### src/hdl/hpve_pkg.sv
// Shared types and constants for the Hall period velocity estimator.
// Used by the divider, datapath, controller and top level; no dependencies.
`timescale 1ns / 1ps

package hpve_pkg;

	// Field widths.
	localparam int MODE_W   = 2;
	localparam int FLAGS_W  = 3;
	localparam int CAP_W    = 16;
	localparam int SUM_W    = 16;
	localparam int CNT_W    = 8;
	localparam int PER_W    = 24;
	localparam int RPM_W    = 16;
	localparam int CPP_W    = 16;
	localparam int NUM_W    = 32;
	localparam int LIM_W    = 8;
	localparam int CFG_IDX_W = 2;
	localparam int CFG_DAT_W = 32;

	// Shared divider: NUM_W-bit dividend, PER_W-bit divisor, one quotient bit per cycle.
	localparam int DIV_STEPS = NUM_W;
	localparam int DIV_CNT_W = $clog2(DIV_STEPS);

	// Constants of the estimator.
	localparam logic [PER_W-1:0] PERIOD_MAX   = PER_W'(65534) << 8;
	localparam logic [RPM_W-1:0] RPM_SAT      = 16'hFFFF;
	localparam logic [CNT_W-1:0] SAMPLE_MAX   = 8'd255;
	localparam logic [PER_W-1:0] FIX24_MAX    = 24'hFFFFFF;

	// Configuration reset values.
	localparam logic [CPP_W-1:0] CPP_RESET    = 16'd655;
	localparam logic [NUM_W-1:0] RPM_NUM_RESET = 32'd83886080;
	localparam logic [LIM_W-1:0] LIM_RESET    = 8'd100;

	// Configuration register indexes.
	typedef enum logic [CFG_IDX_W-1:0] {
		REG_CPP      = 2'd0,
		REG_RPM_NUM  = 2'd1,
		REG_STALL_LIM = 2'd2,
		REG_NONE     = 2'd3
	} cfg_idx_t;

	// Input word kinds.
	typedef enum logic [MODE_W-1:0] {
		MODE_CAPTURE = 2'd0,
		MODE_TICK    = 2'd1,
		MODE_RESTART = 2'd2,
		MODE_IDLE    = 2'd3
	} mode_t;

	// Controller states.
	typedef enum logic [2:0] {
		ST_IDLE,
		ST_EXEC,
		ST_STALL_MUL,
		ST_STALL_APPLY,
		ST_AVG_WAIT,
		ST_RPM_START,
		ST_RPM_WAIT,
		ST_DONE
	} state_t;

	// Commands from the controller to the datapath.
	typedef struct packed {
		logic load_in;
		logic exec;
		logic div_start;
		logic div_rpm;
		logic stall_mul;
		logic stall_apply;
		logic avg_load;
		logic rpm_sat;
		logic rpm_load;
		logic out_load;
	} dp_cmd_t;

	// Status from the datapath to the controller.
	typedef struct packed {
		logic is_tick;
		logic tick_avg;
		logic period_zero;
		logic div_done;
	} dp_sts_t;

endpackage

### src/hdl/hpve_div.sv
// Iterative restoring divider, one quotient bit per cycle.
// Depends on hpve_pkg for the operand widths and step count.
`timescale 1ns / 1ps

module hpve_div (
	input  logic                        clk,
	input  logic                        arst_n,
	input  logic                        start,
	input  logic [hpve_pkg::NUM_W-1:0]  dividend,
	input  logic [hpve_pkg::PER_W-1:0]  divisor,
	output logic                        done,
	output logic [hpve_pkg::NUM_W-1:0]  quotient
);
	import hpve_pkg::*;

	logic                 busy_q;
	logic                 done_q;
	logic [DIV_CNT_W-1:0] cnt_q;
	logic [NUM_W-1:0]     dvd_q;
	logic [PER_W-1:0]     dsr_q;
	logic [PER_W:0]       rem_q;
	logic [PER_W:0]       trial;
	logic                 fits;

	// Shift the next dividend bit into the partial remainder and test it.
	assign trial = {rem_q[PER_W-1:0], dvd_q[NUM_W-1]};
	assign fits  = trial >= {1'b0, dsr_q};

	always_ff @(posedge clk or negedge arst_n) begin
		if (!arst_n) begin
			busy_q <= 1'b0;
			done_q <= 1'b0;
			cnt_q  <= '0;
		end else begin
			done_q <= 1'b0;
			if (start) begin
				busy_q <= 1'b1;
				cnt_q  <= '0;
			end else if (busy_q) begin
				cnt_q <= cnt_q + 1'b1;
				if (cnt_q == DIV_CNT_W'(DIV_STEPS - 1)) begin
					busy_q <= 1'b0;
					done_q <= 1'b1;
				end
			end
		end
	end

	// The quotient bits enter the dividend register from the bottom as it empties.
	always_ff @(posedge clk) begin
		if (start) begin
			dvd_q <= dividend;
			dsr_q <= divisor;
			rem_q <= '0;
		end else if (busy_q) begin
			rem_q <= fits ? (trial - {1'b0, dsr_q}) : trial;
			dvd_q <= {dvd_q[NUM_W-2:0], fits};
		end
	end

	assign done     = done_q;
	assign quotient = dvd_q;

endmodule

### src/hdl/hpve_dp.sv
// Datapath: estimator state, configuration registers, stall multiplier and output word.
// Depends on hpve_pkg and instantiates hpve_div.
`timescale 1ns / 1ps

module hpve_dp (
	input  logic                             clk,
	input  logic                             arst_n,
	input  hpve_pkg::dp_cmd_t                cmd,
	output hpve_pkg::dp_sts_t                sts,
	input  logic [hpve_pkg::MODE_W-1:0]      in_mode,
	input  logic [hpve_pkg::FLAGS_W-1:0]     in_flags,
	input  logic [hpve_pkg::CAP_W-1:0]       in_value,
	input  logic                             cfg_wr,
	input  logic [hpve_pkg::CFG_IDX_W-1:0]   cfg_index,
	input  logic [hpve_pkg::CFG_DAT_W-1:0]   cfg_data,
	output logic [hpve_pkg::PER_W-1:0]       out_period,
	output logic [hpve_pkg::RPM_W-1:0]       out_rpm,
	output logic [hpve_pkg::CAP_W-1:0]       out_width,
	output logic                             out_ovf,
	output logic                             out_tclr
);
	import hpve_pkg::*;

	// Held input word.
	mode_t              mode_q;
	logic [FLAGS_W-1:0] flags_q;
	logic [CAP_W-1:0]   value_q;

	// Configuration.
	logic [CPP_W-1:0]   cpp_q;
	logic [NUM_W-1:0]   rpm_num_q;
	logic [LIM_W-1:0]   lim_q;

	// Estimator state.
	logic [CAP_W-1:0]   prev_q;
	logic [SUM_W-1:0]   sum_q;
	logic [CNT_W-1:0]   count_q;
	logic               ovf_q;
	logic [LIM_W-1:0]   stall_q;
	logic [PER_W-1:0]   period_q;
	logic [RPM_W-1:0]   rpm_q;
	logic [CAP_W-1:0]   width_q;
	logic               tclr_q;

	// Stall period intermediate.
	logic [PER_W-1:0]   prod_q;
	logic               lim_hit_q;

	logic               single_flag;
	logic [CAP_W-1:0]   new_width;
	logic [SUM_W:0]     new_sum;
	logic [PER_W-1:0]   stall_period;
	logic [NUM_W-1:0]   div_dividend;
	logic [PER_W-1:0]   div_divisor;
	logic               div_done;
	logic [NUM_W-1:0]   div_quot;

	assign single_flag = (flags_q == 3'b001) || (flags_q == 3'b010) || (flags_q == 3'b100);
	assign new_width   = value_q - prev_q;
	assign new_sum     = {1'b0, sum_q} + {1'b0, new_width};
	assign stall_period = (|prod_q[PER_W-1:SUM_W]) ? FIX24_MAX : {prod_q[SUM_W-1:0], 8'h00};

	assign div_dividend = cmd.div_rpm ? rpm_num_q : {8'h00, sum_q, 8'h00};
	assign div_divisor  = cmd.div_rpm ? period_q : {{(PER_W-CNT_W){1'b0}}, count_q};

	hpve_div u_div (
		.clk      (clk),
		.arst_n   (arst_n),
		.start    (cmd.div_start),
		.dividend (div_dividend),
		.divisor  (div_divisor),
		.done     (div_done),
		.quotient (div_quot)
	);

	always_comb begin
		sts.is_tick     = (mode_q == MODE_TICK);
		sts.tick_avg    = !ovf_q && (count_q != '0);
		sts.period_zero = (period_q == '0);
		sts.div_done    = div_done;
	end

	always_ff @(posedge clk) begin
		if (cmd.load_in) begin
			mode_q  <= mode_t'(in_mode);
			flags_q <= in_flags;
			value_q <= in_value;
		end
	end

	always_ff @(posedge clk or negedge arst_n) begin
		if (!arst_n) begin
			cpp_q     <= CPP_RESET;
			rpm_num_q <= RPM_NUM_RESET;
			lim_q     <= LIM_RESET;
		end else if (cfg_wr) begin
			case (cfg_idx_t'(cfg_index))
				REG_CPP:       cpp_q     <= cfg_data[CPP_W-1:0];
				REG_RPM_NUM:   rpm_num_q <= cfg_data[NUM_W-1:0];
				REG_STALL_LIM: lim_q     <= cfg_data[LIM_W-1:0];
				default: ;
			endcase
		end
	end

	always_ff @(posedge clk) begin
		if (cmd.stall_mul) begin
			prod_q    <= PER_W'(stall_q) * PER_W'(cpp_q);
			lim_hit_q <= stall_q >= lim_q;
		end
	end

	always_ff @(posedge clk or negedge arst_n) begin
		if (!arst_n) begin
			prev_q   <= '0;
			sum_q    <= '0;
			count_q  <= '0;
			ovf_q    <= 1'b0;
			stall_q  <= '0;
			period_q <= PERIOD_MAX;
			rpm_q    <= '0;
			width_q  <= '0;
			tclr_q   <= 1'b0;
		end else begin
			if (cmd.exec) begin
				tclr_q <= 1'b0;
				case (mode_q)
					MODE_CAPTURE: begin
						if (single_flag) begin
							width_q <= new_width;
							prev_q  <= value_q;
							if (count_q == SAMPLE_MAX || new_sum[SUM_W]) begin
								ovf_q   <= 1'b1;
								sum_q   <= '0;
								count_q <= '0;
							end else begin
								sum_q   <= new_sum[SUM_W-1:0];
								count_q <= count_q + 1'b1;
							end
						end else begin
							prev_q <= '0;
							tclr_q <= 1'b1;
						end
					end
					MODE_TICK: begin
						// If the divider is started in this cycle, it latches sum and count before they are cleared.
						if (!sts.tick_avg) begin
							stall_q <= stall_q + 1'b1;
						end
						ovf_q   <= 1'b0;
						sum_q   <= '0;
						count_q <= '0;
					end
					MODE_RESTART: begin
						ovf_q    <= 1'b0;
						sum_q    <= '0;
						count_q  <= '0;
						stall_q  <= '0;
						period_q <= PERIOD_MAX;
						rpm_q    <= '0;
					end
					default: ;
				endcase
			end
			if (cmd.stall_apply) begin
				if (lim_hit_q) begin
					period_q <= PERIOD_MAX;
				end else if (stall_period > period_q) begin
					period_q <= stall_period;
				end
			end
			if (cmd.avg_load) begin
				period_q <= div_quot[PER_W-1:0];
				stall_q  <= '0;
			end
			if (cmd.rpm_sat) begin
				rpm_q <= RPM_SAT;
			end
			if (cmd.rpm_load) begin
				rpm_q <= (|div_quot[NUM_W-1:RPM_W]) ? RPM_SAT : div_quot[RPM_W-1:0];
			end
		end
	end

	// Output word register, loaded once per item.
	always_ff @(posedge clk) begin
		if (cmd.out_load) begin
			out_period <= period_q;
			out_rpm    <= rpm_q;
			out_width  <= width_q;
			out_ovf    <= ovf_q;
			out_tclr   <= tclr_q;
		end
	end

endmodule

### src/hdl/hpve_ctrl.sv
// Controller state machine: sequences each input word through the datapath.
// Depends on hpve_pkg for the state enum and the command and status structs.
`timescale 1ns / 1ps

module hpve_ctrl (
	input  logic               clk,
	input  logic               arst_n,
	input  logic               in_valid,
	output logic               in_ready,
	output logic               out_valid,
	input  logic               out_ready,
	output hpve_pkg::dp_cmd_t  cmd,
	input  hpve_pkg::dp_sts_t  sts
);
	import hpve_pkg::*;

	state_t state_q;
	state_t state_nxt;
	logic   out_valid_q;
	logic   out_free;

	assign out_free  = !out_valid_q || out_ready;
	assign in_ready  = (state_q == ST_IDLE);
	assign out_valid = out_valid_q;

	always_comb begin
		state_nxt = state_q;
		case (state_q)
			ST_IDLE:        if (in_valid) state_nxt = ST_EXEC;
			ST_EXEC: begin
				if (!sts.is_tick) state_nxt = ST_DONE;
				else if (sts.tick_avg) state_nxt = ST_AVG_WAIT;
				else state_nxt = ST_STALL_MUL;
			end
			ST_STALL_MUL:   state_nxt = ST_STALL_APPLY;
			ST_STALL_APPLY: state_nxt = ST_RPM_START;
			ST_AVG_WAIT:    if (sts.div_done) state_nxt = ST_RPM_START;
			ST_RPM_START:   state_nxt = sts.period_zero ? ST_DONE : ST_RPM_WAIT;
			ST_RPM_WAIT:    if (sts.div_done) state_nxt = ST_DONE;
			ST_DONE:        if (out_free) state_nxt = ST_IDLE;
			default:        state_nxt = ST_IDLE;
		endcase
	end

	always_comb begin
		cmd = '0;
		case (state_q)
			ST_IDLE:        cmd.load_in = in_valid;
			ST_EXEC: begin
				cmd.exec      = 1'b1;
				cmd.div_start = sts.is_tick && sts.tick_avg;
			end
			ST_STALL_MUL:   cmd.stall_mul = 1'b1;
			ST_STALL_APPLY: cmd.stall_apply = 1'b1;
			ST_AVG_WAIT:    cmd.avg_load = sts.div_done;
			ST_RPM_START: begin
				cmd.rpm_sat   = sts.period_zero;
				cmd.div_start = !sts.period_zero;
				cmd.div_rpm   = 1'b1;
			end
			ST_RPM_WAIT: begin
				cmd.div_rpm  = 1'b1;
				cmd.rpm_load = sts.div_done;
			end
			ST_DONE:        cmd.out_load = out_free;
			default: ;
		endcase
	end

	always_ff @(posedge clk or negedge arst_n) begin
		if (!arst_n) begin
			state_q     <= ST_IDLE;
			out_valid_q <= 1'b0;
		end else begin
			state_q <= state_nxt;
			if (cmd.out_load) begin
				out_valid_q <= 1'b1;
			end else if (out_ready) begin
				out_valid_q <= 1'b0;
			end
		end
	end

endmodule

### src/hdl/hall_period_velocity_estimator_core.sv
// Top level of the Hall period velocity estimator: controller plus datapath.
// Depends on hpve_pkg, hpve_ctrl, hpve_dp and hpve_div.
//
// Usage. The slave stream takes one word per Hall capture event, control tick or
// restart command; tuser carries the kind. Every accepted word yields exactly one
// result word on the master stream showing the estimator state after that word.
// Configuration registers are written through cfg_valid/cfg_index/cfg_data and are
// always ready; they should only be written while no word is in flight.
//
// Sequencing. A capture, restart or unused word passes through the execute and
// done states from acceptance to a loaded result. A control tick runs through one
// shared serial divider, one quotient bit each cycle: an averaging tick needs two
// divisions, a stall tick one division, fewer when the period is zero. The divider
// sets the tick rate; the next word can be accepted in the cycle after a result is
// loaded.
//
// Reset puts the estimator in its startup state (period 65534.0 counts, rpm 0) and
// the configuration at its defaults. A stalled receiver holds the result in the
// output register; the block still accepts and processes the next word and only
// waits before loading its result if the previous one has not been taken.
`timescale 1ns / 1ps

module hall_period_velocity_estimator_core (
	input  logic        clk,
	input  logic        arst_n,
	input  logic        s_axis_tvalid,
	output logic        s_axis_tready,
	// [2:0] capture_flags, [18:3] capture_value, [23:19] zero
	input  logic [23:0] s_axis_tdata,
	// [1:0] mode
	input  logic [1:0]  s_axis_tuser,
	output logic        m_axis_tvalid,
	input  logic        m_axis_tready,
	// [23:0] average_period, [39:24] average_rpm, [55:40] relative_count
	output logic [55:0] m_axis_tdata,
	// [0] overflow_seen, [1] timer_clear
	output logic [1:0]  m_axis_tuser,
	input  logic        cfg_valid,
	output logic        cfg_ready,
	input  logic [1:0]  cfg_index,
	input  logic [31:0] cfg_data
);
	import hpve_pkg::*;

	dp_cmd_t          cmd;
	dp_sts_t          sts;
	logic [PER_W-1:0] out_period;
	logic [RPM_W-1:0] out_rpm;
	logic [CAP_W-1:0] out_width;
	logic             out_ovf;
	logic             out_tclr;

	// Register writes complete in the cycle they are offered.
	assign cfg_ready = 1'b1;

	hpve_ctrl u_ctrl (
		.clk       (clk),
		.arst_n    (arst_n),
		.in_valid  (s_axis_tvalid),
		.in_ready  (s_axis_tready),
		.out_valid (m_axis_tvalid),
		.out_ready (m_axis_tready),
		.cmd       (cmd),
		.sts       (sts)
	);

	hpve_dp u_dp (
		.clk        (clk),
		.arst_n     (arst_n),
		.cmd        (cmd),
		.sts        (sts),
		.in_mode    (s_axis_tuser),
		.in_flags   (s_axis_tdata[FLAGS_W-1:0]),
		.in_value   (s_axis_tdata[FLAGS_W+CAP_W-1:FLAGS_W]),
		.cfg_wr     (cfg_valid && cfg_ready),
		.cfg_index  (cfg_index),
		.cfg_data   (cfg_data),
		.out_period (out_period),
		.out_rpm    (out_rpm),
		.out_width  (out_width),
		.out_ovf    (out_ovf),
		.out_tclr   (out_tclr)
	);

	assign m_axis_tdata = {out_width, out_rpm, out_period};
	assign m_axis_tuser = {out_tclr, out_ovf};

endmodule

### config.mk
export PLATFORM = sky130hd
export DESIGN_NAME = hall_period_velocity_estimator_core
export DESIGN_NICKNAME = d
export VERILOG_FILES = /design/src/hdl/hpve_pkg.sv /design/src/hdl/hpve_div.sv /design/src/hdl/hpve_dp.sv /design/src/hdl/hpve_ctrl.sv /design/src/hdl/hall_period_velocity_estimator_core.sv
export SDC_FILE = /design/constraint.sdc
export NUM_CORES = 1
export LEC_CHECK = 0
export ABC_CLOCK_PERIOD_IN_PS = 6210
export BUFFER_PORTS_ARGS = -buffer_cell sky130_fd_sc_hd__buf_2
export CORE_MARGIN = 1
export CORE_UTILIZATION = 56
export DETAILED_ROUTE_END_ITERATION = 8
export GPL_TIMING_DRIVEN = 0
export PLACE_DENSITY = 0.74
export SYNTH_ARGS = -nofsm -noshare
export SYNTH_HDL_FRONTEND = slang
export SYNTH_SLANG_ARGS = --single-unit
### constraint.sdc
create_clock -name clk -period 6.21 [get_ports clk]
set_input_delay 1.863 -clock clk [delete_from_list [all_inputs] [get_ports clk]]
set_output_delay 1.863 -clock clk [all_outputs]
set_load 0.01 [all_outputs]
==> metrics.md <==
| Metric | Value |
|---|---|
| Die height | 199 um |
| Largest stage delay, worst path | 590 ps |
| Max-Cap Viols | 0 |
| Total CTS buffers | 39 |
| Number of inserted diodes | 0 |
| Final period util | 94.0% |
| Final setup violation count | 0 |
| Hold depth | 0 |
| Layout cell share with drive strength beyond 1 | 15.4% |
| Final wirelength | 53500 um |
| Routed len/inst | 19.3 um |
| Number of instances in the placed design | 2701 |
| Final Hold Fails | 0 |
| Total core area | 37900 sq um |
| Met3 GRT Util | 4.87% |
| Reg clk slew, reported paths | 60 ps |
| GRT busiest layer | met2 |
| Clk_lat worst skew | 560 ps |
| Cell Area, Placed | 23100 sq um |
| Crit path cell chain | clkbuf_1 > nand2_1 > fa_1 > fa_1 > inv_1 > fa_1 > inv_1 > fa_1 > inv_1 > ha_1 > or3_1 > a211oi_1 > o311a_1 > o21ai_0 > o21bai_1 > o21bai_1 > a21oi_1 > xnor2_1 |
| FFs w/ async S/R, synth | 48.5% |
| Clock Sinks | 357 |
| Synth Flop Type | edfxtp_1 |
| Post-CTS sizing | 0 |
| Worst hold start | u_dp.width_q[5]$_DFFE_PN0P_ |
| Placer's final routability congestion estimate | 1.02 |
| Reg2reg start | u_dp.stall_q[6]$_DFFE_PN0P_ |
| H-tree lvl count | 2 |
| Routed vias | 16.1k |
| CP max stage cell | dfrtp_1 |
| Rows | 71 |
| Post-CTS Setup Bufs | 0 |
| Cells after Synth | 2066 |
| Synth Register Bits | 357 |
| Mean Syn Cell Area | 10.5 sq um |
| Growth of design area from synthesis to finish | 12.4% |
| WP buf/inv | 4 |
| Most frequent CP cell | fa_1 |
| Outcome | finished clean |
| Relative slew slack | 26.5% |
| Clock root buffer | clkbuf_16 |
| CTS tree | done |
| Ys Warns | 0 |
| Pin count of the biggest net entering global routing | 100 |
| DRC Markers | 0 |
| CTS max path bufs | 3 |
| Syn Nets | 2358 |
| Iter 0 DRT Violations | 1329 |
| FMAX | 171 MHz |
| Design area | 24400 sq um |
| RSZ-0062 raised after global routing | no |
| Grt met2 use | 47.0% |
| Skew final | 12.3 ps |
| Top-level I/O count | 126 |
| Final instance count without filler cells | 2773 |
| Met1 Usage GRT | 37.2% |
| NumNets Final | 2523 |
| Hold Path Class | flop to flop |
| Worst-Margin Slew | 1100 ps |
| Vias per cell | 5.81 |
| Die width | 199 um |
| 1st-pass router iterations | 5 |
| Post-synth EDFFs | 160 |
| Sequential cell area fraction in the yosys report | 44.4% |
| Worst path arrival time | 6140 ps |
| TNS Setup | 0 ps |
| Maximum VDD drop | 0.000369 V |
| Crit Path Max Fanout | 11 |
| Final-report max-slew violation count | 0 |
| CP top delay family | adder cells |
| Port Buffer Count | 119 |
| Unique cell type count in the Yosys netlist | 83 |
| Hpwl dp | 40400 um |
| First-pass GRT wire length | 86100 um |
| Vias in the first global route | 16.2k |
| Startpoint types | flop |
| Fin crit period | 5830 ps |
| Initial antenna violation count | 0 |
| Post-route ant nets | 0 |
| Leakage | 0.0112 uW |
| Cell Area, Synth | 21700 sq um |
| PwrDens | 476 nW/um^2 |
| # fillers | 3018 |
| # hold bufs at CTS | 0 |
| Total GRT Usage | 28.3% |
| Initial Util | 57.2% |
| Critical path class | flop to flop |
| CP Capture Type | flop |
| Worst R2R End | u_dp.prod_q[22]$_DFFE_PP_ |
| Reg2Reg Depth | 18 |
| Overflow left after global routing | 0 |
| WP data required | 6510 ps |
| WHS Endpoint | u_dp.out_width[5]$_DFFE_PP_ |
| R2r setup slk | 380 ps |
| Die area | 39600 sq um |
[cell usage in the layout, fill, tap and decap left out, drive strengths merged, types with 74 or more instances in the layout]
cell type / n
clkbuf: 110
ha: 140
o21ai: 140
edfxtp: 160
mux2: 74
buf: 143
fa: 87
and2: 132
nor2: 81
a21oi: 87
dfrtp: 147
nand2: 200
inv: 211
[area by class of cell]
cell class,count,area (sq um),share of cell area (%)
tap,511,639,2.62
inverter,210,788,3.23
sequential,357,9650,39.5
clock inverter,15,154,0.631
clock buffer,57,1160,4.74
timing repair buffer,125,731,2.99
multi-input combinational,1427,11000,45.0
buffer,71,315,1.29
[state kept, by name, summed over array words and instances, names as in the netlist, 16 cells and up]
signal and count:
u_dp.out_period 24, u_dp.rpm_num_q 32, u_dp.period_q 24, u_dp.u_div.dsr_q 24, u_dp.width_q 16, u_dp.cpp_q 16
u_dp.prev_q 16, u_dp.u_div.rem_q 24, u_dp.sum_q 16, u_dp.u_div.quotient 32, u_dp.out_width 16, u_dp.prod_q 24
u_dp.out_rpm 16, u_dp.rpm_q 16, u_dp.value_q 16
[worst max-delay path by stage]
stage	startpoint	to	slack (ps)	depth (start not counted)
6_report	u_dp.stall_q[6]$_DFFE_PN0P_	u_dp.prod_q[22]$_DFFE_PP_	380	18
5_1_grt	u_dp.stall_q[6]$_DFFE_PN0P_	u_dp.prod_q[22]$_DFFE_PP_	40	18
4_1_cts	u_dp.stall_q[5]$_DFFE_PN0P_	u_dp.prod_q[23]$_DFFE_PP_	100	18
3_5_place_dp	u_dp.stall_q[5]$_DFFE_PN0P_	u_dp.prod_q[23]$_DFFE_PP_	170	18
3_3_place_gp	m_axis_tready	u_dp.out_width[13]$_DFFE_PP_	-570	4
2_1_floorplan	u_dp.stall_q[5]$_DFFE_PN0P_	u_dp.prod_q[23]$_DFFE_PP_	980	18
[Yosys cell counts, types with 11 or more instances]
| cell type | instances | area, sq um |
|---|---|---|
| nor4_1 | 18 | 113 |
| dfrtp_1 | 147 | 3680 |
| clkbuf_1 | 54 | 203 |
| a21o_1 | 26 | 195 |
| dfxtp_1 | 24 | 480 |
| inv_1 | 209 | 785 |
| nor2_1 | 81 | 304 |
| and2_1 | 129 | 807 |
| nand2_1 | 199 | 747 |
| a21oi_1 | 84 | 420 |
| and3_1 | 14 | 87.6 |
| o21a_1 | 17 | 128 |
| mux2_2 | 74 | 833 |
| ha_1 | 140 | 1750 |
| nand2b_1 | 11 | 68.8 |
| mux2i_1 | 38 | 380 |
| fa_1 | 87 | 1740 |
| o21ai_0 | 125 | 626 |
| xor2_1 | 28 | 245 |
| o31ai_1 | 18 | 135 |
| o21bai_1 | 11 | 82.6 |
| nand3_1 | 49 | 245 |
| dfstp_2 | 26 | 683 |
| edfxtp_1 | 160 | 4800 |
| nor2b_1 | 12 | 75.1 |
| nor3_1 | 60 | 300 |
| or2_2 | 21 | 131 |
| a31oi_1 | 12 | 75.1 |
| a22o_1 | 25 | 219 |
| xnor2_1 | 35 | 307 |
| o21ai_1 | 13 | 65.1 |
[through the flow]
stage          hold slack (ps)  worst slack (ps)  total power [uW]  utilization, %
2_1_floorplan              420               976              7710               -
3_3_place_gp               428              -571              8980            60.5
3_5_place_dp               428               168              9200            60.8
4_1_cts                    444               105             11600            64.3
5_1_grt                    459              42.7             12400            64.3
6_report                   440               375             11600            64.3
[worst reg2reg max path, cell delays in order, from the launching register on]
cell and delay [ps]:
dfrtp_1 590, clkbuf_1 440, nand2_1 160, fa_1 510
fa_1 550, inv_1 60, fa_1 520, inv_1 50
fa_1 540, inv_1 40, ha_1 220, or3_1 350
a211oi_1 370, o311a_1 320, o21ai_0 220, o21bai_1 280
o21bai_1 90, a21oi_1 170, xnor2_1 90
[cell families after synthesis]
group | after synthesis | synth area share [%]
other | 1 | 0.0173
XOR/XNOR | 63 | 2.54
multiplexers | 112 | 5.59
adder cells (fa/ha/maj) | 227 | 16.1
flip-flops | 357 | 44.4
AND/OR/NAND/NOR | 629 | 14.4
buffers and inverters | 282 | 5.08
AO/OA/AOI/OAI | 395 | 11.9
[where the power goes]
| part | switching (uW) | internal, uW | total, uW |
|---|---|---|---|
| logic | 3110 | 2170 | 5280 |
| registers | 584 | 3410 | 4000 |
| clock network | 965 | 1390 | 2350 |
| total | 4660 | 6970 | 11600 |
[layer usage]
layer,wire length [um],vias up
met5,0,-
met4,1670,0
met3,3900,100
met2,25700,604
met1,22300,7910
li1,-,7496
No activity file was read; power rests on OpenSTA's default activity.
